[src/design/lbo_pkg.sv]
// ============================================================================
// lbo_pkg: shared types and constants for the layered box overlap sweep
// Holds the beat structs of both channels, the entry row layout, the
// control structs between the sequencer and the hit stage, and the codes.
// ============================================================================
package lbo_pkg;

    localparam int MAX_ENTRIES_DEF = 8;
    localparam int MAX_PAIRS_DEF   = 4;

    localparam int CFG_INDEX_W = 3;
    localparam int CFG_DATA_W  = 16;
    localparam int PCOUNT_W    = 3;

    localparam logic [2:0] MODE_REGISTER = 3'd0;
    localparam logic [2:0] MODE_REMOVE   = 3'd1;
    localparam logic [2:0] MODE_MOVE     = 3'd2;
    localparam logic [2:0] MODE_SWEEP    = 3'd3;
    localparam logic [2:0] MODE_CLEAR    = 3'd4;

    localparam logic [CFG_INDEX_W-1:0] CFG_PAIR_COUNT    = 3'd0;
    localparam logic [CFG_INDEX_W-1:0] CFG_PAIR_LAYERS_0 = 3'd1;

    typedef struct packed {
        logic [2:0]         mode;
        logic [15:0]        box_id;
        logic [7:0]         box_layer;
        logic signed [15:0] center_x;
        logic signed [15:0] center_y;
        logic [15:0]        box_width;
        logic [15:0]        box_height;
        logic [1:0]         pair_select;
    } in_item_t;

    typedef struct packed {
        logic [1:0]  hit_pair;
        logic [15:0] first_id;
        logic [15:0] second_id;
        logic        last_hit;
    } out_item_t;

    typedef struct packed {
        logic [7:0]         layer;
        logic [15:0]        ident;
        logic signed [15:0] xpos;
        logic signed [15:0] ypos;
        logic [15:0]        wide;
        logic [15:0]        tall;
    } row_t;

    typedef struct packed {
        logic [1:0]  hit_pair;
        logic [15:0] first_id;
        logic [15:0] second_id;
    } hit_t;

    typedef struct packed {
        logic push;
        logic flush;
        hit_t hit;
    } hit_ctl_t;

    typedef struct packed {
        logic room;
        logic pend_valid;
    } hit_sts_t;

endpackage

[src/design/lbo_entry_ram.sv]
// ============================================================================
// lbo_entry_ram: box entry table
// One write port and two read ports with registered read data. The read
// data registers hold their value while the read enable is low.
// ============================================================================
module lbo_entry_ram #(
    parameter int DEPTH = lbo_pkg::MAX_ENTRIES_DEF,
    parameter int AW    = (DEPTH > 1) ? $clog2(DEPTH) : 1
) (
    input  logic          aclk,
    input  logic          we,
    input  logic [AW-1:0] waddr,
    input  lbo_pkg::row_t wdata,
    input  logic          re,
    input  logic [AW-1:0] raddr_a,
    input  logic [AW-1:0] raddr_b,
    output lbo_pkg::row_t rdata_a,
    output lbo_pkg::row_t rdata_b
);

    lbo_pkg::row_t entry_mem_reg [DEPTH];
    lbo_pkg::row_t rd_a_reg;
    lbo_pkg::row_t rd_b_reg;

    always_ff @(posedge aclk) begin
        if (we) begin
            entry_mem_reg[waddr] <= wdata;
        end
    end

    always_ff @(posedge aclk) begin
        if (re) begin
            rd_a_reg <= entry_mem_reg[raddr_a];
            rd_b_reg <= entry_mem_reg[raddr_b];
        end
    end

    assign rdata_a = rd_a_reg;
    assign rdata_b = rd_b_reg;

endmodule

[src/design/lbo_hit_stage.sv]
// ============================================================================
// lbo_hit_stage: hit holding register and result output register
// A hit waits in the holding register until either a newer hit arrives
// (it leaves as a normal beat) or the sweep ends (it leaves as the last beat).
// ============================================================================
module lbo_hit_stage (
    input  logic               aclk,
    input  logic               aresetn,
    input  lbo_pkg::hit_ctl_t  hit_ctl,
    output lbo_pkg::hit_sts_t  hit_sts,
    output logic               m_valid,
    input  logic               m_ready,
    output lbo_pkg::out_item_t m_data
);

    logic               pend_valid_reg, pend_valid_next;
    lbo_pkg::hit_t      pend_reg, pend_next;
    logic               out_valid_reg, out_valid_next;
    lbo_pkg::out_item_t out_reg, out_next;
    logic               out_free;
    logic               load_out;

    assign out_free = !out_valid_reg || m_ready;

    always_comb begin
        pend_valid_next = pend_valid_reg;
        pend_next       = pend_reg;
        out_next        = out_reg;
        load_out        = 1'b0;
        if (hit_ctl.push) begin
            if (pend_valid_reg) begin
                load_out = 1'b1;
                out_next = '{hit_pair: pend_reg.hit_pair, first_id: pend_reg.first_id,
                             second_id: pend_reg.second_id, last_hit: 1'b0};
            end
            pend_next       = hit_ctl.hit;
            pend_valid_next = 1'b1;
        end else if (hit_ctl.flush && pend_valid_reg && out_free) begin
            load_out        = 1'b1;
            out_next        = '{hit_pair: pend_reg.hit_pair, first_id: pend_reg.first_id,
                                second_id: pend_reg.second_id, last_hit: 1'b1};
            pend_valid_next = 1'b0;
        end
        out_valid_next = load_out || (out_valid_reg && !m_ready);
    end

    always_ff @(posedge aclk) begin
        if (!aresetn) begin
            pend_valid_reg <= 1'b0;
            out_valid_reg  <= 1'b0;
        end else begin
            pend_valid_reg <= pend_valid_next;
            out_valid_reg  <= out_valid_next;
        end
    end

    always_ff @(posedge aclk) begin
        pend_reg <= pend_next;
        if (load_out) begin
            out_reg <= out_next;
        end
    end

    assign hit_sts.room       = !pend_valid_reg || out_free;
    assign hit_sts.pend_valid = pend_valid_reg;
    assign m_valid            = out_valid_reg;
    assign m_data             = out_reg;

endmodule

[src/design/lbo_sequencer.sv]
// ============================================================================
// lbo_sequencer: command decode and table walker
// Takes input beats, edits the entry table by read-modify-write passes and
// drives the sweep pipeline: address issue, then overlap compare on the
// registered read data.
// ============================================================================
module lbo_sequencer #(
    parameter int MAX_ENTRIES = lbo_pkg::MAX_ENTRIES_DEF,
    parameter int MAX_PAIRS   = lbo_pkg::MAX_PAIRS_DEF,
    parameter int AW          = (MAX_ENTRIES > 1) ? $clog2(MAX_ENTRIES) : 1
) (
    input  logic                          aclk,
    input  logic                          aresetn,
    input  logic                          s_valid,
    output logic                          s_ready,
    input  lbo_pkg::in_item_t             s_data,
    input  logic [lbo_pkg::PCOUNT_W-1:0]  pair_count,
    input  logic [MAX_PAIRS-1:0][15:0]    pair_layers,
    input  lbo_pkg::hit_sts_t             hit_sts,
    output lbo_pkg::hit_ctl_t             hit_ctl,
    output logic                          we,
    output logic [AW-1:0]                 waddr,
    output lbo_pkg::row_t                 wdata,
    output logic                          re,
    output logic [AW-1:0]                 raddr_a,
    output logic [AW-1:0]                 raddr_b,
    input  lbo_pkg::row_t                 rdata_a,
    input  lbo_pkg::row_t                 rdata_b
);

    localparam int CW = $clog2(MAX_ENTRIES + 1);

    localparam logic [2:0] ST_IDLE   = 3'd0;
    localparam logic [2:0] ST_REMOVE = 3'd1;
    localparam logic [2:0] ST_MOVE   = 3'd2;
    localparam logic [2:0] ST_SWEEP  = 3'd3;
    localparam logic [2:0] ST_FLUSH  = 3'd4;

    logic [2:0]    state_reg, state_next;
    logic [CW-1:0] count_reg, count_next;
    logic [CW-1:0] i_reg, i_next;
    logic [CW-1:0] j_reg, j_next;
    logic [CW-1:0] wr_ptr_reg, wr_ptr_next;
    logic          s1_valid_reg, s1_valid_next;
    logic [AW-1:0] s1_idx_reg, s1_idx_next;
    logic [15:0]   key_reg, key_next;
    logic [15:0]   cx_reg, cx_next;
    logic [15:0]   cy_reg, cy_next;
    logic [7:0]    la_reg, la_next;
    logic [7:0]    lb_reg, lb_next;
    logic [1:0]    sel_reg, sel_next;

    logic          accept;
    logic          full;
    logic [15:0]   sel_layers;
    logic [lbo_pkg::PCOUNT_W-1:0] enabled_cnt;
    logic          pair_on;
    logic          issue;
    logic          advance;
    logic          s1_hit;
    logic [16:0]   dx, dy, adx, ady;
    logic [16:0]   wsum, hsum;
    logic          overlap;

    assign s_ready = (state_reg == ST_IDLE);
    assign accept  = s_valid && s_ready;
    assign full    = (count_reg == CW'(MAX_ENTRIES));

    always_comb begin
        sel_layers = '0;
        for (int p = 0; p < MAX_PAIRS; p++) begin
            if (s_data.pair_select == 2'(p)) begin
                sel_layers = pair_layers[p];
            end
        end
    end

    assign enabled_cnt = (pair_count > lbo_pkg::PCOUNT_W'(MAX_PAIRS)) ?
                         lbo_pkg::PCOUNT_W'(MAX_PAIRS) : pair_count;
    assign pair_on     = ({1'b0, s_data.pair_select} < enabled_cnt);

    // Exact doubled compare: 2|dx| < w1 + w2 and 2|dy| < h1 + h2.
    assign dx      = {rdata_a.xpos[15], rdata_a.xpos} - {rdata_b.xpos[15], rdata_b.xpos};
    assign dy      = {rdata_a.ypos[15], rdata_a.ypos} - {rdata_b.ypos[15], rdata_b.ypos};
    assign adx     = dx[16] ? (17'd0 - dx) : dx;
    assign ady     = dy[16] ? (17'd0 - dy) : dy;
    assign wsum    = {1'b0, rdata_a.wide} + {1'b0, rdata_b.wide};
    assign hsum    = {1'b0, rdata_a.tall} + {1'b0, rdata_b.tall};
    assign overlap = ({adx, 1'b0} < {1'b0, wsum}) && ({ady, 1'b0} < {1'b0, hsum});

    assign s1_hit  = s1_valid_reg && (rdata_a.layer == la_reg) &&
                     (rdata_b.layer == lb_reg) && overlap;
    assign advance = !s1_hit || hit_sts.room;

    always_comb begin
        state_next    = state_reg;
        count_next    = count_reg;
        i_next        = i_reg;
        j_next        = j_reg;
        wr_ptr_next   = wr_ptr_reg;
        s1_valid_next = s1_valid_reg;
        s1_idx_next   = s1_idx_reg;
        key_next      = key_reg;
        cx_next       = cx_reg;
        cy_next       = cy_reg;
        la_next       = la_reg;
        lb_next       = lb_reg;
        sel_next      = sel_reg;
        issue         = 1'b0;
        hit_ctl.push  = 1'b0;
        hit_ctl.flush = 1'b0;
        hit_ctl.hit   = '{hit_pair: sel_reg, first_id: rdata_a.ident,
                          second_id: rdata_b.ident};
        we            = 1'b0;
        waddr         = count_reg[AW-1:0];
        wdata         = '{layer: s_data.box_layer, ident: s_data.box_id,
                          xpos: s_data.center_x, ypos: s_data.center_y,
                          wide: s_data.box_width, tall: s_data.box_height};

        unique case (state_reg) inside
            ST_IDLE: begin
                if (accept) begin
                    key_next      = s_data.box_id;
                    cx_next       = s_data.center_x;
                    cy_next       = s_data.center_y;
                    la_next       = sel_layers[15:8];
                    lb_next       = sel_layers[7:0];
                    sel_next      = s_data.pair_select;
                    i_next        = '0;
                    j_next        = '0;
                    wr_ptr_next   = '0;
                    s1_valid_next = 1'b0;
                    unique case (s_data.mode)
                        lbo_pkg::MODE_REGISTER: begin
                            if (!full) begin
                                we         = 1'b1;
                                count_next = count_reg + 1'b1;
                            end
                        end
                        lbo_pkg::MODE_REMOVE: state_next = ST_REMOVE;
                        lbo_pkg::MODE_MOVE:   state_next = ST_MOVE;
                        lbo_pkg::MODE_SWEEP: begin
                            if (pair_on) begin
                                state_next = ST_SWEEP;
                            end
                        end
                        lbo_pkg::MODE_CLEAR:  count_next = '0;
                        default: ;
                    endcase
                end
            end
            ST_REMOVE, ST_MOVE: begin
                // The write pointer never passes the entry under compare, so the
                // write-back cannot hit an address that is still to be read.
                issue         = (i_reg < count_reg);
                s1_valid_next = issue;
                s1_idx_next   = i_reg[AW-1:0];
                if (issue) begin
                    i_next = i_reg + 1'b1;
                end
                if (s1_valid_reg) begin
                    if (state_reg == ST_REMOVE) begin
                        if (rdata_a.ident != key_reg) begin
                            we          = 1'b1;
                            waddr       = wr_ptr_reg[AW-1:0];
                            wdata       = rdata_a;
                            wr_ptr_next = wr_ptr_reg + 1'b1;
                        end
                    end else if (rdata_a.ident == key_reg) begin
                        we         = 1'b1;
                        waddr      = s1_idx_reg;
                        wdata      = rdata_a;
                        wdata.xpos = cx_reg;
                        wdata.ypos = cy_reg;
                    end
                end
                if (!issue && !s1_valid_reg) begin
                    state_next = ST_IDLE;
                    if (state_reg == ST_REMOVE) begin
                        count_next = wr_ptr_reg;
                    end
                end
            end
            ST_SWEEP: begin
                // A hit that cannot be absorbed freezes the compare stage and the
                // read data registers until the hit stage has room.
                if (advance) begin
                    issue         = (i_reg < count_reg);
                    s1_valid_next = issue;
                    hit_ctl.push  = s1_hit;
                    if (issue) begin
                        if (CW'(j_reg + 1'b1) == count_reg) begin
                            j_next = '0;
                            i_next = i_reg + 1'b1;
                        end else begin
                            j_next = j_reg + 1'b1;
                        end
                    end else begin
                        state_next = ST_FLUSH;
                    end
                end
            end
            ST_FLUSH: begin
                hit_ctl.flush = 1'b1;
                if (!hit_sts.pend_valid) begin
                    state_next = ST_IDLE;
                end
            end
            default: state_next = ST_IDLE;
        endcase
    end

    assign re      = issue;
    assign raddr_a = i_reg[AW-1:0];
    assign raddr_b = j_reg[AW-1:0];

    always_ff @(posedge aclk) begin
        if (!aresetn) begin
            state_reg    <= ST_IDLE;
            count_reg    <= '0;
            s1_valid_reg <= 1'b0;
        end else begin
            state_reg    <= state_next;
            count_reg    <= count_next;
            s1_valid_reg <= s1_valid_next;
        end
    end

    always_ff @(posedge aclk) begin
        i_reg      <= i_next;
        j_reg      <= j_next;
        wr_ptr_reg <= wr_ptr_next;
        s1_idx_reg <= s1_idx_next;
        key_reg    <= key_next;
        cx_reg     <= cx_next;
        cy_reg     <= cy_next;
        la_reg     <= la_next;
        lb_reg     <= lb_next;
        sel_reg    <= sel_next;
    end

endmodule

[src/design/layered_box_overlap_sweep.sv]
// ============================================================================
// layered_box_overlap_sweep: box table with layer pair overlap sweeps
// Keeps up to MAX_ENTRIES boxes in an entry memory and reports every
// overlapping pair of a configured layer pair, one beat per hit.
// ============================================================================
//
//   Channel  Ports                          Beat
//   -------  -----------------------------  ------------------------------
//   input    s_valid, s_ready, s_data       one command (in_item_t)
//   result   m_valid, m_ready, m_data       one overlap hit (out_item_t)
//   config   cfg_we, cfg_index, cfg_wdata   one register write
//
// Register, clear and unknown commands complete in the cycle they are accepted.
// Remove and move make one pass over the n stored entries, one memory read
// per cycle. A sweep reads all n * n ordered entry pairs, one pair per cycle
// on the two memory read ports while no hit waits for room in the hit stage.
// Reset is synchronous and empties the table by clearing the entry count.
// A stalled result holds the compare pipeline only when a new hit finds no
// room.
//
module layered_box_overlap_sweep #(
    parameter int MAX_ENTRIES = lbo_pkg::MAX_ENTRIES_DEF,
    parameter int MAX_PAIRS   = lbo_pkg::MAX_PAIRS_DEF
) (
    input  logic                              aclk,
    input  logic                              aresetn,
    input  logic                              s_valid,
    output logic                              s_ready,
    input  lbo_pkg::in_item_t                 s_data,
    output logic                              m_valid,
    input  logic                              m_ready,
    output lbo_pkg::out_item_t                m_data,
    input  logic                              cfg_we,
    input  logic [lbo_pkg::CFG_INDEX_W-1:0]   cfg_index,
    input  logic [lbo_pkg::CFG_DATA_W-1:0]    cfg_wdata
);

    localparam int AW = (MAX_ENTRIES > 1) ? $clog2(MAX_ENTRIES) : 1;

    logic [lbo_pkg::PCOUNT_W-1:0] pair_count_reg;
    logic [MAX_PAIRS-1:0][15:0]   pair_layers_reg;

    lbo_pkg::hit_ctl_t hit_ctl;
    lbo_pkg::hit_sts_t hit_sts;
    logic              we;
    logic [AW-1:0]     waddr;
    lbo_pkg::row_t     wdata;
    logic              re;
    logic [AW-1:0]     raddr_a;
    logic [AW-1:0]     raddr_b;
    lbo_pkg::row_t     rdata_a;
    lbo_pkg::row_t     rdata_b;

    always_ff @(posedge aclk) begin
        if (!aresetn) begin
            pair_count_reg  <= '0;
            pair_layers_reg <= '0;
        end else if (cfg_we) begin
            if (cfg_index == lbo_pkg::CFG_PAIR_COUNT) begin
                pair_count_reg <= cfg_wdata[lbo_pkg::PCOUNT_W-1:0];
            end
            for (int p = 0; p < MAX_PAIRS; p++) begin
                if (cfg_index == lbo_pkg::CFG_INDEX_W'(lbo_pkg::CFG_PAIR_LAYERS_0 + p)) begin
                    pair_layers_reg[p] <= cfg_wdata[15:0];
                end
            end
        end
    end

    lbo_sequencer #(
        .MAX_ENTRIES (MAX_ENTRIES),
        .MAX_PAIRS   (MAX_PAIRS),
        .AW          (AW)
    ) u_sequencer (
        .aclk        (aclk),
        .aresetn     (aresetn),
        .s_valid     (s_valid),
        .s_ready     (s_ready),
        .s_data      (s_data),
        .pair_count  (pair_count_reg),
        .pair_layers (pair_layers_reg),
        .hit_sts     (hit_sts),
        .hit_ctl     (hit_ctl),
        .we          (we),
        .waddr       (waddr),
        .wdata       (wdata),
        .re          (re),
        .raddr_a     (raddr_a),
        .raddr_b     (raddr_b),
        .rdata_a     (rdata_a),
        .rdata_b     (rdata_b)
    );

    lbo_entry_ram #(
        .DEPTH   (MAX_ENTRIES),
        .AW      (AW)
    ) u_entry_ram (
        .aclk    (aclk),
        .we      (we),
        .waddr   (waddr),
        .wdata   (wdata),
        .re      (re),
        .raddr_a (raddr_a),
        .raddr_b (raddr_b),
        .rdata_a (rdata_a),
        .rdata_b (rdata_b)
    );

    lbo_hit_stage u_hit_stage (
        .aclk    (aclk),
        .aresetn (aresetn),
        .hit_ctl (hit_ctl),
        .hit_sts (hit_sts),
        .m_valid (m_valid),
        .m_ready (m_ready),
        .m_data  (m_data)
    );

endmodule

[config.mk]
export PLATFORM = sky130hd
export DESIGN_NAME = layered_box_overlap_sweep
export DESIGN_NICKNAME = d
export VERILOG_FILES = /design/src/design/lbo_pkg.sv /design/src/design/lbo_entry_ram.sv /design/src/design/lbo_hit_stage.sv /design/src/design/lbo_sequencer.sv /design/src/design/layered_box_overlap_sweep.sv
export SDC_FILE = /design/constraint.sdc
export NUM_CORES = 2
export LEC_CHECK = 0
export ABC_AREA = 1
export ABC_CLOCK_PERIOD_IN_PS = 23000
export BUFFER_PORTS_ARGS = -buffer_cell sky130_fd_sc_hd__buf_2
export CORE_MARGIN = 2
export CORE_UTILIZATION = 30
export DETAILED_ROUTE_END_ITERATION = 8
export HOLD_SLACK_MARGIN = 0.08
export PLACE_DENSITY_LB_ADDON = 0.15
export SYNTH_ARGS = -nofsm -noshare
export SYNTH_HDL_FRONTEND = slang
export SYNTH_HIERARCHICAL = 1
export SYNTH_SLANG_ARGS = --single-unit
[constraint.sdc]
create_clock -name aclk -period 23 [get_ports aclk]
set_input_delay 1.15 -clock aclk [delete_from_list [all_inputs] [get_ports aclk]]
set_output_delay 1.15 -clock aclk [all_outputs]
set_load 0.005 [all_outputs]
Yosys cells after proc, flatten, opt, wreduce, memory -nomap -nowiden:

Memory sizes are Yosys's and may differ from the RTL's. A register that Yosys moved wholly into a read port is not among the register bits.
Index checks and enable logic that the tools add are counted.

* input bits: 117
* RAM bits: 704
* bits in registers: 227
* output and inout port bits: 37
* memories kept: 1
* word-level logic and storage cells: 192

* $add $sub $neg: 10
* muxes and demuxes: 71
* eq/ne operators: 37
* $lt $le $gt $ge: 5
* reduce and logical (&&, ||, !) cells: 41

Memories
* u_entry_ram.entry_mem_reg: depth 8, width 88, read ports 2, clocked after Yosys merged registers in 2, write ports 1, RTL line lbo_entry_ram.sv:21 `lbo_pkg::row_t entry_mem_reg [DEPTH];`

Operators by type and width (number)
* 88-bit two-way mux: 5
* 35-bit two-way mux: 3
* 16-bit two-way mux: 4
* 4-bit two-way mux: 15
* 18-bit by 17-bit less-than comparator with 1-bit output: 2
* 3-bit two-way mux: 12
* 16-bit by 16-bit adder with 17-bit output: 2
* 17-bit two-way mux: 2
* 1-bit by 17-bit subtractor with 17-bit output, first input constant: 2
* 16-bit by 16-bit subtractor with 17-bit output: 2
* 4-bit case mux with 2 select lines: 4
* 1-bit two-way mux: 20
* 3-bit by 2-bit equality test with 1-bit output, second input constant: 6
* 4-bit by 1-bit adder with 4-bit output, second input constant: 4
* 16-bit equality test: 1
* 8-bit equality test: 2
* 16-bit inequality test: 1
* 2-bit by 1-bit inequality test with 1-bit output, second input constant: 8
* 3-bit case mux with 4 select lines: 1
* 4-bit case mux with 3 select lines: 1
* 2-bit AND reduction: 6
* 6-bit AND reduction: 2
* 3-bit by 1-bit equality test with 1-bit output, second input constant: 3
* 3-bit equality test, second input constant: 3
* other kinds (25): 53

Longest topological paths before layout:

* word-level depth: 12
* gate-level depth with buffers: 34
* depth with buffers taken out: 34

Hierarchy:

Netlist, hierarchy kept.

By module, submodules not included
* lbo_entry_ram: seq. area each 26425.3 sq um, instances 1, cells each 4869, area an instance 42633.4 sq um
* lbo_sequencer: seq. area each 2592.5 sq um, instances 1, cells each 1621, area an instance 10862.9 sq um
* layered_box_overlap_sweep: seq. area each 1341.3 sq um, instances 1, cells each 393, area an instance 2743.9 sq um
* lbo_hit_stage: seq. area each 2112.0 sq um, instances 1, cells each 87, area an instance 2188.3 sq um

Worst setup path after synthesis:

Ideal clock, no wire load.

* path type: register -> register
* start point: register, netlist name u_entry_ram/rdata_a[32]
* end point: register, netlist name u_entry_ram/rdata_a[0]
* period minus slack after synthesis: 11.294 ns
* slack: 11.706 ns
* setup time: 0.714 ns
* arrival time: 10.580 ns
* path buffers: 0
* cell stages (with the launch flop): 28
* data required time: 22.286 ns
* cell sequence: edfxtp_1 > inv_1 > ha_1 > fa_1 > ha_1 > inv_1 > nor2_1 > nand3_1 > nor2_1 > nand2_2 > nor2_4 > nand2_2 > o21ai_0 > xnor2_1 > inv_1 > ha_1 > inv_1 > nor3_1 > nor3_1 > nand2_1 > nand2_1 > nand2_1 > nand2_1 > nand3_1 > nor2_4 > nand4_4 > nand3_2 > nor2_1

* longest elaborated chain between the ends: 10

RTL lines
* 16-bit by 16-bit subtractor with 17-bit output (*): RTL line lbo_sequencer.sv:84 `assign dy = {rdata_a.ypos[15], rdata_a.ypos} - {rdata_b.ypos[15], rdata_b.ypos};`
* 1-bit by 17-bit subtractor with 17-bit output: RTL line lbo_sequencer.sv:86 `assign ady = dy[16] ? (17'd0 - dy) : dy;`
* 17-bit two-way mux (*): RTL line lbo_sequencer.sv:86
* 18-bit by 17-bit less-than comparator with 1-bit output (*): RTL line lbo_sequencer.sv:89 `assign overlap = ({adx, 1'b0} < {1'b0, wsum}) && ({ady, 1'b0} < {1'b0, hsum});`
* 1-bit logical AND (*): RTL line lbo_sequencer.sv:89
* 1-bit logical AND (*): RTL line lbo_sequencer.sv:92 `(rdata_b.layer == lb_reg) && overlap;`
* 1-bit logical NOT (*): RTL line lbo_sequencer.sv:93 `assign advance = !s1_hit || hit_sts.room;`
* 1-bit logical OR (*): RTL line lbo_sequencer.sv:93
* 1-bit two-way mux (*): RTL line lbo_sequencer.sv:187 `if (advance) begin`
* 1-bit case mux with 2 select lines (*): RTL line lbo_sequencer.sv:120 `unique case (state_reg) inside`
* named net re: RTL line layered_box_overlap_sweep.sv:48 `logic re;`

The timed path passes the listed nets; every way through them passes the cells marked *.
A chain may end at the register's enable or synchronous reset.

Worst setup path in the final report:

* start point: register, netlist name u_entry_ram/rdata_a[32]
* end point: register, netlist name u_entry_ram/rdata_b[25]

* longest elaborated chain between the ends: 10

RTL lines (RTL line)
* 16-bit by 16-bit subtractor with 17-bit output (*): lbo_sequencer.sv:84
* 1-bit by 17-bit subtractor with 17-bit output: lbo_sequencer.sv:86
* 17-bit two-way mux (*): lbo_sequencer.sv:86
* 18-bit by 17-bit less-than comparator with 1-bit output (*): lbo_sequencer.sv:89
* 1-bit logical AND (*): lbo_sequencer.sv:89
* 1-bit logical AND (*): lbo_sequencer.sv:92
* 1-bit logical NOT (*): lbo_sequencer.sv:93
* 1-bit logical OR (*): lbo_sequencer.sv:93
* 1-bit two-way mux (*): lbo_sequencer.sv:187
* 1-bit case mux with 2 select lines (*): lbo_sequencer.sv:120
* named net re: layered_box_overlap_sweep.sv:48

Marks and branches as above.

==> results.md <==
* Drt pass-1 iters at 6
* Nets at 7193
* Sequential share of the synthesized area at 0.556
* CTS clk-pin slew, worst paths at 0.06 ns
* Hold WS at 0.414 ns
* Grt total ovfl at 0
* Hold Path Stages at 0
* Post-cts sizing count at 0
* Latest clock arrival within the worst-skew pair at 0.79 ns
* Die H at 445 µm
* Largest net degree at the start of global routing at 156
* CTS sink cnt at 1107
* Area taken by multi-input logic gates at 0.0204 mm²
* Final TNS setup at 0 ns
* Post-synth ARST share at 0
* Power per cell area at 133 mW/mm²
* CP required at 23.41 ns
* Synth unique cells at 50
* Worst r2r dst: u_entry_ram/rdata_b[25]
* I/O pin cnt at 154
* Worst setup margin at 16.03 ns
* Leakage power at 29.4 nW
* Most frequent cells in the layout: nand2_1, edfxtp_1, inv_1
* Dpl hpwl at 108 mm
* DP Worst Slack at 16.01 ns
* Cell mode on critical path: nand2_1
* Initial antenna violation count at 21
* Via density at 4.78
* CTS H-tree depth at 4
* First-pass GRT wire length at 288 mm
* Hold WC Path Type: reg -> reg
* Post-synth EDFFs at 1030
* Fill count at 19900
* Number of flip-flops in the largest register at 704
* Worst reg-to-reg path cell count at 29
* Most common cell after layout, fill and taps aside: nand2_1
* Mapped cell area at 0.0584 mm²
* CP max FO at 45
* Drt total wl at 194 mm
* # DRC at 0
* R2r setup slk at 16.03 ns
* Post-layout minimum cycle time at 6.97 ns
* Core Box Area at 0.193 mm²
* Setup violators final at 0
* Total power at 8.72 mW
* Clk root buf: clkbuf_16
* Top FF cell, synth: edfxtp_1
* Syn avg cell area at 8.38 µm²
* Area Overhead vs Synth at 11.8%
* Max_slew headroom at 0.102
* Maximum vdd ir drop at 0.0000916 V
* CP Capture Type: flop
* Antenna-violating nets left at 0
* Vias in the first global route at 44600
* Max Freq at 144 MHz
* Run status: finished, final reports clean
* Worst Max-Slew Pin Slew at 1.34 ns
* Total track usage at 0.193
* Placed cells at 9357
* Register area at 0.0325 mm²
* Drt wl/cell at 20.2 µm
* Die X at 445 µm
* Clock tree buffer depth at 3
* Worst setup path class: reg -> reg
* Cts hold-fix bufs at 0
* Die Area at 0.198 mm²
* Std-Cell Rows at 161
* Critical path's top delay family: simple AND/OR/NAND/NOR gates
* Slowest CP cell: nor2_4
* Layout Cells excl Fill at 9599
* CTS tree: yes
* Total setup buffers inserted after CTS at 0
* Layout cells sized above 1 at 0.0701
* Max-Cap Viols at 0
* Routed via count at 45900
* CP Data Arrival Time at 7.38 ns
* GPL Wtd Cong at 0.841
* Synthesis Warnings at 6
* Initial DRC count at 3417
* Clock buffer count from CTS at 132
* Yosys reg bits at 1107
* Final hold vios at 0
* Hold path startpoint: u_hit_stage/pend_reg[15]
* CP max stage delay at 1.01 ns
* Crit path launch type: flop
* CP Launch Point: u_entry_ram/rdata_a[32]
* Cells after Synth at 6970
* Unrepaired setup endpoints after global routing: no
* Hold EP: u_hit_stage/m_data[16]
* Starting Density at 0.303
* IO Port Bufs at 153
* Worst clock skew at 0.0267 ns
* Crit path buf inv count at 5
* Syn Nets at 7198
* Max-slew violations at 0
* RR Startpoint: u_entry_ram/rdata_a[32]
* Final Cycle Share at 0.303
## through the flow
step	area, µm²	utilization
6_report	65300	0.338
5_1_grt	65300	0.338
4_1_cts	65300	0.338
3_5_place_dp	61200	0.317
3_3_place_gp	61200	0.317
2_1_floorplan	58400	-
## how the worst max path moves through the flow
stage                              end  slack [ns]  cells past startpoint
3_5_place_dp   u_entry_ram/rdata_a[25]       16.01                     23
2_1_floorplan   u_entry_ram/rdata_a[0]       11.71                     27
6_report       u_entry_ram/rdata_b[25]       16.03                     29
3_3_place_gp   u_entry_ram/rdata_a[26]       16.02                     29
4_1_cts        u_entry_ram/rdata_a[14]       15.95                     29
5_1_grt         u_entry_ram/rdata_b[9]       15.53                     30
## cells by family after synthesis
group / Yosys count / share of synthesized area
AOI/OAI and AO/OA: 228 / 0.0219
buffers and inverters: 1346 / 0.0965
and+or+nand+nor: 4084 / 0.287
DFF: 1107 / 0.556
adders and majority gates: 111 / 0.0243
xor gates and xnor gates: 94 / 0.0141
## where the power goes
part | internal, mW | switching, mW | leakage [nW]
registers | 2.54 | 0.111 | 9.98
logic | 1.15 | 2.88 | 17.4
clock network | 1.15 | 0.892 | 2.01
total | 4.84 | 3.88 | 29.4
## synth_stat cells (22+ instances only)
master,instances,share of area
buf_2,195,0.017
buf_4,86,0.011
xnor2_1,45,0.0067
nand2_1,2867,0.18
o21ai_0,66,0.0057
nand4_1,26,0.0028
inv_1,968,0.062
nor3_1,22,0.0019
xor2_1,49,0.0073
clkbuf_1,54,0.0035
nor2_1,250,0.016
nand3_1,844,0.072
nand2_2,23,0.0025
a21oi_1,85,0.0073
ha_1,107,0.023
o22ai_1,37,0.0040
edfxtp_1,1030,0.53
dfxtp_1,77,0.026
## layout make-up
class	count	area share
Timing Repair Buffer	220	0.0211
Multi-Input combinational cell	4517	0.313
Inverter	987	0.0572
Clock inverter	75	0.0104
Antenna cell	7	0.000268
Tap cell	2526	0.0484
Sequential cell	1107	0.497
Clock buffer	160	0.0527
## routing by layer
metal | share of wire | GRT usage | wire [µm]
met5 | 0.000062 | 0 | 12
met4 | 0.028 | 0.0627 | 5400
met3 | 0.049 | 0.0249 | 9530
met2 | 0.48 | 0.331 | 93900
met1 | 0.44 | 0.252 | 85500
No activity file was read; power rests on OpenSTA's default activity.
